File: config.mk
export PLATFORM = sky130hd
export DESIGN_NAME = console_serial_port_regs
export DESIGN_NICKNAME = d
export VERILOG_FILES = /design/src/rtl/cspr_pkg.sv /design/src/rtl/cspr_core.sv /design/src/rtl/console_serial_port_regs.sv
export SDC_FILE = /design/constraint.sdc
export NUM_CORES = 1
export LEC_CHECK = 0
export BUFFER_PORTS_ARGS = -buffer_cell sky130_fd_sc_hd__buf_2
export CELL_PAD_IN_SITES_DETAIL_PLACEMENT = 2
export CELL_PAD_IN_SITES_GLOBAL_PLACEMENT = 2
export CORE_AREA = 4 4 99 138
export DETAILED_ROUTE_END_ITERATION = 8
export DIE_AREA = 0 0 103 142
export PLACE_DENSITY = 0.85
export SLEW_MARGIN = 20
export SYNTH_ARGS = -nofsm -noshare
export SYNTH_HDL_FRONTEND = slang
export SYNTH_HIERARCHICAL = 1
export SYNTH_SLANG_ARGS = --single-unit
File: constraint.sdc
create_clock -name clk -period 6.9 [get_ports clk]
set_clock_uncertainty 0.1 [all_clocks]
set_input_delay 0.69 -clock clk [delete_from_list [all_inputs] [get_ports clk]]
set_output_delay 0.69 -clock clk [all_outputs]
set_load 0.01 [all_outputs]
File: src/rtl/cspr_pkg.sv
// Shared types and constants for the console serial port register block.
package cspr_pkg;

    // Item modes
    localparam logic [1:0] MODE_READ  = 2'd0;
    localparam logic [1:0] MODE_WRITE = 2'd1;
    localparam logic [1:0] MODE_TICK  = 2'd2;

    // Register addresses (octal)
    localparam logic [17:0] ADDR_RCSR = 18'o777560;
    localparam logic [17:0] ADDR_RBUF = 18'o777562;
    localparam logic [17:0] ADDR_XCSR = 18'o777564;
    localparam logic [17:0] ADDR_XBUF = 18'o777566;

    // Status bit positions and masks
    localparam int unsigned BIT_DONE_POS = 7;
    localparam int unsigned BIT_IE_POS   = 6;
    localparam logic [15:0] BIT_DONE     = 16'o200;
    localparam logic [15:0] BITS_DONE_IE = 16'o300;
    localparam logic [7:0]  PENDING      = 8'h80;

    // One-shot transmit request phase
    typedef enum logic [1:0] {
        PHASE_IDLE  = 2'd0,
        PHASE_ARMED = 2'd1,
        PHASE_GIVEN = 2'd2
    } tx_phase_t;

    // One input beat
    typedef struct packed {
        logic [1:0]  mode;
        logic [17:0] address;
        logic [15:0] write_data;
        logic        rx_avail;
        logic [7:0]  rx_char;
    } item_t;

    // One result beat
    typedef struct packed {
        logic [15:0] read_data;
        logic        bus_error;
        logic        tx_valid;
        logic [6:0]  tx_char;
        logic        rx_irq;
        logic        tx_irq;
    } result_t;

endpackage

File: src/rtl/cspr_core.sv
// Register state and single-pass update logic of the console serial port.
module cspr_core
(
    input  logic            clk,
    input  logic            rst_n,
    input  logic            fire,
    input  cspr_pkg::item_t item,
    output cspr_pkg::result_t res
);

    logic [15:0]         rx_status_reg, rx_status_next;
    logic [15:0]         tx_status_reg, tx_status_next;
    logic [6:0]          rx_buffer_reg, rx_buffer_next;
    logic [7:0]          tx_buffer_reg, tx_buffer_next;
    cspr_pkg::tx_phase_t phase_reg, phase_next;
    logic                skipped_reg, skipped_next;

    // State registers, updated once per item
    always_ff @(posedge clk or negedge rst_n)
    begin
        if (!rst_n)
        begin
            rx_status_reg <= '0;
            tx_status_reg <= cspr_pkg::BIT_DONE;
            rx_buffer_reg <= '0;
            tx_buffer_reg <= '0;
            phase_reg     <= cspr_pkg::PHASE_IDLE;
            skipped_reg   <= 1'b0;
        end
        else if (fire)
        begin
            rx_status_reg <= rx_status_next;
            tx_status_reg <= tx_status_next;
            rx_buffer_reg <= rx_buffer_next;
            tx_buffer_reg <= tx_buffer_next;
            phase_reg     <= phase_next;
            skipped_reg   <= skipped_next;
        end
    end

    // Next state and result for the current item
    always_comb
    begin
        logic [15:0] xcsr_wr;
        rx_status_next = rx_status_reg;
        tx_status_next = tx_status_reg;
        rx_buffer_next = rx_buffer_reg;
        tx_buffer_next = tx_buffer_reg;
        phase_next     = phase_reg;
        skipped_next   = skipped_reg;
        res            = '0;
        xcsr_wr        = (tx_status_reg & cspr_pkg::BIT_DONE)
                       | (item.write_data & ~cspr_pkg::BIT_DONE);

        unique case (item.mode)
            cspr_pkg::MODE_READ:
            begin
                unique case (item.address)
                    cspr_pkg::ADDR_RCSR: res.read_data = rx_status_reg;
                    cspr_pkg::ADDR_RBUF:
                    begin
                        rx_status_next = rx_status_reg & ~cspr_pkg::BIT_DONE;
                        res.read_data  = {9'd0, rx_buffer_reg};
                    end
                    cspr_pkg::ADDR_XCSR: res.read_data = tx_status_reg;
                    cspr_pkg::ADDR_XBUF: res.read_data = {8'd0, tx_buffer_reg};
                    default:             res.bus_error = 1'b1;
                endcase
            end
            cspr_pkg::MODE_WRITE:
            begin
                unique case (item.address)
                    cspr_pkg::ADDR_RCSR:
                        rx_status_next = (rx_status_reg & cspr_pkg::BIT_DONE)
                                       | (item.write_data & ~cspr_pkg::BIT_DONE);
                    cspr_pkg::ADDR_RBUF:
                        rx_status_next = rx_status_reg & ~cspr_pkg::BIT_DONE;
                    cspr_pkg::ADDR_XCSR:
                    begin
                        tx_status_next = xcsr_wr;
                        // ready with enable arms the one-shot; a given one re-idles
                        if ((xcsr_wr & cspr_pkg::BITS_DONE_IE) == cspr_pkg::BITS_DONE_IE
                            && phase_reg == cspr_pkg::PHASE_IDLE)
                            phase_next = cspr_pkg::PHASE_ARMED;
                        else if (phase_reg == cspr_pkg::PHASE_GIVEN)
                            phase_next = cspr_pkg::PHASE_IDLE;
                    end
                    cspr_pkg::ADDR_XBUF:
                    begin
                        res.tx_valid   = 1'b1;
                        res.tx_char    = item.write_data[6:0];
                        tx_buffer_next = {1'b1, item.write_data[6:0]};
                        tx_status_next = tx_status_reg & ~cspr_pkg::BIT_DONE;
                        phase_next     = cspr_pkg::PHASE_IDLE;
                    end
                    default: res.bus_error = 1'b1;
                endcase
            end
            cspr_pkg::MODE_TICK:
            begin
                // receiver: skip one tick, then take a non-null character
                if (!rx_status_reg[cspr_pkg::BIT_DONE_POS])
                begin
                    if (!skipped_reg)
                        skipped_next = 1'b1;
                    else if (item.rx_avail)
                    begin
                        skipped_next = 1'b0;
                        if (item.rx_char != 8'd0)
                        begin
                            rx_buffer_next = item.rx_char[6:0];
                            rx_status_next = rx_status_reg | cspr_pkg::BIT_DONE;
                            res.rx_irq     = rx_status_reg[cspr_pkg::BIT_IE_POS];
                        end
                    end
                end
                // transmitter: finish a pending character or give the one-shot
                if (tx_buffer_reg != 8'd0)
                begin
                    tx_status_next = tx_status_reg | cspr_pkg::BIT_DONE;
                    tx_buffer_next = '0;
                    res.tx_irq     = tx_status_reg[cspr_pkg::BIT_IE_POS];
                end
                else if (phase_reg == cspr_pkg::PHASE_ARMED)
                begin
                    res.tx_irq = 1'b1;
                    phase_next = cspr_pkg::PHASE_GIVEN;
                end
            end
            default: ; // unused mode: no effect, zero result
        endcase
    end

    // A transmit buffer write leaves a pending character and a busy transmitter
    a_xbuf_pending: assert property (@(posedge clk) disable iff (!rst_n)
        fire && res.tx_valid |=> (tx_buffer_reg & cspr_pkg::PENDING) != 8'd0
                                 && !tx_status_reg[cspr_pkg::BIT_DONE_POS])
        else $error("transmit write did not leave a pending character");

    // A pending character means the transmitter is not ready
    a_pending_busy: assert property (@(posedge clk) disable iff (!rst_n)
        tx_buffer_reg != 8'd0 |-> !tx_status_reg[cspr_pkg::BIT_DONE_POS])
        else $error("pending transmit with ready bit set");

    // Receive interrupt only while the done bit is being set
    a_rx_irq_done: assert property (@(posedge clk) disable iff (!rst_n)
        fire && res.rx_irq |=> rx_status_reg[cspr_pkg::BIT_DONE_POS])
        else $error("receive interrupt without done bit");

endmodule

File: src/rtl/console_serial_port_regs.sv
// Top level of the console serial port register block: handshake and pipeline registers.
//
// Usage:
//   Input channel (in_valid / in_ready) carries one beat per bus read, bus
//   write or poll tick: mode, address, write_data, rx_avail, rx_char.
//   Output channel (out_valid / out_ready) returns exactly one result beat
//   per input beat, in order: read_data, bus_error, tx_valid, tx_char,
//   rx_irq, tx_irq.
//   Path: an accepted beat is captured in the input register, processed in a
//   single pass by the core, and its result is captured in the output
//   register when the pipeline advances; out_valid then rises and the
//   result is held there until out_ready takes it.
//   Throughput: one beat per cycle while out_ready is not held low.
//   Stalls: while out_ready is low the held result stays put; the input
//   register still takes one more beat, after which in_ready drops until the
//   output is taken.
//   Reset: all status registers return to their idle values (transmitter
//   ready), both pipeline stages are emptied.
module console_serial_port_regs
(
    input  logic        clk,
    input  logic        rst_n,
    input  logic        in_valid,
    output logic        in_ready,
    input  logic [1:0]  mode,
    input  logic [17:0] address,
    input  logic [15:0] write_data,
    input  logic        rx_avail,
    input  logic [7:0]  rx_char,
    output logic        out_valid,
    input  logic        out_ready,
    output logic [15:0] read_data,
    output logic        bus_error,
    output logic        tx_valid,
    output logic [6:0]  tx_char,
    output logic        rx_irq,
    output logic        tx_irq
);

    logic              in_valid_reg;
    cspr_pkg::item_t   item_reg;
    logic              out_valid_reg;
    cspr_pkg::result_t res_reg;
    cspr_pkg::result_t res_next;
    logic              advance;
    logic              fire;

    // Pipeline control
    assign advance  = !out_valid_reg || out_ready;
    assign fire     = in_valid_reg && advance;
    assign in_ready = !in_valid_reg || advance;

    // Input register valid
    always_ff @(posedge clk or negedge rst_n)
    begin
        if (!rst_n)
            in_valid_reg <= 1'b0;
        else if (in_ready)
            in_valid_reg <= in_valid;
    end

    // Input register payload
    always_ff @(posedge clk)
    begin
        if (in_ready && in_valid)
            item_reg <= '{mode: mode, address: address, write_data: write_data,
                          rx_avail: rx_avail, rx_char: rx_char};
    end

    // Register state and update
    cspr_core u_core
    (
        .clk   (clk),
        .rst_n (rst_n),
        .fire  (fire),
        .item  (item_reg),
        .res   (res_next)
    );

    // Output register valid
    always_ff @(posedge clk or negedge rst_n)
    begin
        if (!rst_n)
            out_valid_reg <= 1'b0;
        else if (advance)
            out_valid_reg <= in_valid_reg;
    end

    // Output register payload
    always_ff @(posedge clk)
    begin
        if (fire)
            res_reg <= res_next;
    end

    assign out_valid = out_valid_reg;
    assign read_data = res_reg.read_data;
    assign bus_error = res_reg.bus_error;
    assign tx_valid  = res_reg.tx_valid;
    assign tx_char   = res_reg.tx_char;
    assign rx_irq    = res_reg.rx_irq;
    assign tx_irq    = res_reg.tx_irq;

    // Back-pressure only when both stages are full and the output stalls
    a_ready_stall: assert property (@(posedge clk) disable iff (!rst_n)
        !in_ready |-> in_valid_reg && out_valid_reg && !out_ready)
        else $error("input stalled without a full pipeline");

    // A bus error never returns data
    a_berr_zero: assert property (@(posedge clk) disable iff (!rst_n)
        out_valid && bus_error |-> read_data == 16'd0 && !tx_valid)
        else $error("bus error beat carries data");

    // A write and a tick cannot share a beat
    a_tx_exclusive: assert property (@(posedge clk) disable iff (!rst_n)
        out_valid |-> !(tx_valid && (tx_irq || rx_irq)))
        else $error("transmit write beat carries an interrupt");

endmodule

# [Word level (Yosys, flattened, before mapping)]
# Index checks and enable logic that the tools add are counted.
[word_totals] ff_bits=124 latch_bits=0 ram_bits=0 romBits=0 inputBits=49 output_inout_bits=29 wordCells=99 memories=0
[op_classes] add_sub_neg=0 mul=0 n_div=0 magnitude_cmp=0 n_eq_ne=17 shifts=0 muxes=26 n_bitwise=10 n_reduce_logical=25
[ops] operator="one-hot mux 16 bit (2 select lines)" count=3
[ops] operator="== test 18 bit, second input constant" count=4
[ops] operator="one-hot mux 16 bit (4 select lines)" count=1
[ops] operator="two-way mux 16 bit" count=3
[ops] operator="two-way mux 8 bit" count=6
[ops] operator="one-hot mux 16 bit (3 select lines)" count=1
[ops] operator="bitwise OR 8 x 16 -> 16 bit" count=2
[ops] operator="AND reduction 6 bit" count=3
[ops] operator="one-hot mux 8 bit (2 select lines)" count=1
[ops] operator="nonzero test 8 bit" count=2
[ops] operator="AND reduction 4 bit" count=3
[ops] operator="two-way mux 2 bit" count=4
[ops] operator="inverter 1 bit" count=8
[ops] operator="one-hot mux 2 bit (2 select lines)" count=2
[ops] operator="== test 2 bit, second input constant" count=3
[ops] operator="!= test 2 bit, second input constant" count=3
[ops] operator="!= test 3 bit, second input constant" count=2
[ops] operator="two-way mux 1 bit" count=5
[ops] operator="AND reduction 5 bit" count=1
[ops] operator="OR reduction 5 bit" count=1
[ops] operator="== test 2 x 1 -> 1 bit, second input constant" count=2
[ops] operator="zero test 2 bit" count=2
[ops] operator="!= test 2 x 1 -> 1 bit, second input constant" count=2
[ops] operator="!= test 4 x 2 -> 1 bit, second input constant" count=1
[ops] operator="9 further kinds" count=13

# [Depth between registers and ports, before layout]
[depth] ltp_word=6 depth_mapped=8 depth_no_buf=7

# [Modules after synthesis]
# The synthesis kept the hierarchy.
[modules_own_cells] module="cspr_core" n_inst=1 cells_each=305 area_each_um2=2839.0 seq_area_each_um2=1252.5
[modules_own_cells] module="console_serial_port_regs" n_inst=1 cells_each=80 area_each_um2=2265.9 seq_area_each_um2=2212.1

# [Least setup slack after synthesis]
# Ideal clock, no wire load.
[synth_timing] kind="input -> register" start="input out_ready" end="register u_core.rx_buffer_reg[0]" setup_time_ns=0.125 arrival_ns=2.640 required_ns=6.675 slack_ns=4.035 cell_stages=7 path_buffers=1 cell_sequence="nand2b_1 > and2_1 > nand2_1 > nor2_1 > and3b_1 > clkbuf_1 > mux2_2"
[synth_via] elab_chain_cells=3
[synth_rtl] element="from (decl)" line="console_serial_port_regs.sv:31" source="input logic out_ready,"
[synth_rtl] element="logical OR 1 bit" line="console_serial_port_regs.sv:49" source="assign advance = !out_valid_reg || out_ready;"
[synth_rtl] element="logical AND 1 bit" line="console_serial_port_regs.sv:50" source="assign fire = in_valid_reg && advance;"
[synth_rtl] element="net fire" line="console_serial_port_regs.sv:46" source="logic fire;"
[synth_rtl] element="AND reduction 6 bit (no line)"
[synth_rtl] element="to (signal assigned)" line="cspr_core.sv:34" source="rx_buffer_reg <= rx_buffer_next;"
[synth_rtl] element="to (decl)" line="cspr_core.sv:13" source="logic [6:0] rx_buffer_reg, rx_buffer_next;"
# The timed path passes the listed nets, and every way through them passes these cells.
# A chain may end at the register's enable or synchronous reset.

# [Final worst setup path]
[layout_timing] start="register item_reg[25] in the netlist's numbering" end="register u_core.rx_status_reg[5]"
[layout_via] elab_chain_cells=3 elab_cells_between_ends=4 cone_classes="2 x eq/ne; 1 x bitwise; 1 x reduce/logical"
[layout_rtl] element="from (decl)" line="console_serial_port_regs.sv:41" source="cspr_pkg::item_t item_reg;"
[layout_rtl] element="from (signal assigned)" line="console_serial_port_regs.sv:66" source="item_reg <= '{mode: mode, address: address, write_data: write_data,"
[layout_rtl] element="== test 18 bit" line="cspr_core.sv:72" source="unique case (item.address)"
[layout_rtl] element="inverter 1 bit (no line)"
[layout_rtl] element="AND reduction 6 bit (no line) *"
[layout_rtl] element="to (signal assigned)" line="cspr_core.sv:32" source="rx_status_reg <= rx_status_next;"
[layout_rtl] element="to (decl)" line="cspr_core.sv:11" source="logic [15:0] rx_status_reg, rx_status_next;"
# Every way passes the cells marked *; elsewhere a longest branch is shown, timed or not.

==> results.toml <==
[layout]
nNetsFinal = 514
multiInputGateArea_sq_mm = 0.00152
final_cells = 625
fillers = 1202
area_growth_pct = 21.2
drive_gt1_frac = 0.266
largest_reg_flops = 44
utilization = 0.497
seqCellArea_sq_mm = 0.00343

[clocking]
cts_root_buf = "clkbuf_16"
cts_inserted_buffers = 17
path_clk_slew_ps = 60
ctsResizeCount = 0
cts_tree = "done"
cts_setup_buffers = 0
clock_latency_ps = 420
clock_sinks = 123
cts_hold_buffers = 0
cts_max_level = 4
clock_path_buffers = 2

[sta]
drv_slew = 0
tightest_slew_ps = 1010
setup_viol = 0
final_hold_viol_count = 0
hold_ws_ps = 318
fin_crit_sh = 0.445
slew_headroom = 0.326
period_minus_slack_ps = 3070
fin_tns_setup_ps = 0
grt_setup_unrepaired = "no"
fmax_mhz = 326

[grt]
use_met2 = 0.359
use_met1 = 0.243
grt_usage = 0.208
antenna_found_initial = 1
grt_pass1_wl_um = 22300
grt_max_degree = 53
grt_remaining_overflow = 0
busiest_layer = "met2"
grt_pass1_vias = 3985
grt_util_met3 = 0.0520

[setup_path]
end_kind = "register"
slowest_stage = "nor4_4"
timing.rr.end = "u_core/rx_status_reg[5]"
r2r_cells = 5
crit_family = "simple AND/OR/NAND/NOR gates"
worst_path_largest_cell_delay_ps = 770
path_cells = "nand4bb_1 -> nor4_4 -> nand4_1 -> buf_4 -> o21ai_0"
critical_path_required_ps = 7110
crit_fanout = 16
rr_startpoint = "item_reg[25]"
arrival_ps = 3280
critical_path_class = "reg2reg"
crit_buf_inv = 1
reg2reg_slack_ps = 3830
critPathLaunchType = "register"

[power]
power_leakage_nw = 2.59
peakVddDrop_uv = 193
power.density_mw_per_mm2 = 310

[yosys]
syn-num-nets = 437
syn_area_per_cell_sq_um = 13.2
synthesis.area_sq_mm = 0.00507
ys_warn_count = 6
synthCells = 384

[floorplanning]
die_area_sq_mm = 0.0146
start_util = 0.410
ioPinCount = 78
fp.dieH_um = 142
core-area_sq_mm = 0.0124
rows = 48
fp.dieW_um = 103

[outcome]
status = "complete, no violations"

[place]
dp_cells = 592
place_congestion = 0.760
hpwlAfterDp_um = 8550
io_buffers = 76

[drt]
detail_route.wl_per_cell_um = 22.8
vias = 3480
dr.pass1.iters = 4
routed_wl_um = 14300
drc = 0
initialDrtViolationCount = 176
ant_nets = 0
via_per_inst = 5.57

[hold_path]
hp-class = "in2async"

[run]
cap_viol_max_count = 0
## report_power, final
group / switching, mW / internal (mW) / leakage (nW) / total, mW
combinational: 0.0818 / 0.0581 / 0.926 / 0.140
sequential: 0.0405 / 0.837 / 1.40 / 0.877
clock: 0.323 / 0.564 / 0.270 / 0.887
total: 0.445 / 1.46 / 2.59 / 1.90
## worst register-to-register path, cell delays in order, from the launching register on
cell       delay (ps)
edfxtp_1          360
nand4bb_1         250
nor4_4            770
nand4_1           780
buf_4             460
o21ai_0           250
## per-stage QoR
step                cell area, sq um  power [mW]  setup WS [ps]
global route                    6150        1.97           3620
detailed placement              5580        1.02           3720
floorplan                       5070       0.954           4040
global placement                5580        1.01           3820
finish                          6150        1.90           3830
CTS                             6150        1.92           3830
## layer usage
| layer | vias up | wire length, um |
|---|---|---|
| met5 | - | 0 |
| met4 | 0 | 272 |
| met3 | 24 | 722 |
| li1 | 1549 | - |
| met1 | 1787 | 5610 |
| met2 | 120 | 7670 |
## final cells by class
type / count / area share
multi-input combinational: 234 / 0.247
clock buffer: 23 / 0.0728
inverter: 4 / 0.00244
tap: 150 / 0.0305
timing repair buffer: 81 / 0.0680
sequential: 123 / 0.558
antenna: 1 / 0.000407
clock inverter: 9 / 0.0199
## worst max-delay path by stage
stage / slack [ps] / start / end / depth (start not counted)
finish: 3830 / item_reg[25] / u_core/rx_status_reg[5] / 5
global route: 3620 / item_reg[25] / u_core/rx_status_reg[5] / 5
CTS: 3830 / item_reg[25] / u_core/rx_status_reg[5] / 5
detailed placement: 3720 / out_ready / u_core/rx_status_reg[15] / 10
global placement: 3820 / out_ready / u_core/rx_status_reg[15] / 10
floorplan: 4040 / out_ready / u_core/rx_buffer_reg[0] / 7
## layout by cell type (no fill, tap or decap), types with 3 or more instances in the layout
master,n
buf_2,76
edfxtp_1,71
nand2_1,55
dfrtp_1,51
o21ai_0,34
nor2_1,21
nand2b_1,20
clkbuf_16,17
a22o_1,14
mux2i_1,12
and3_1,11
mux2_2,10
clkbuf_1,6
nor4_1,6
buf_4,5
nand4_1,5
a21oi_1,5
inv_1,4
ha_1,4
bufinv_16,3
mux4_2,3
No activity file was read; power rests on OpenSTA's default activity.
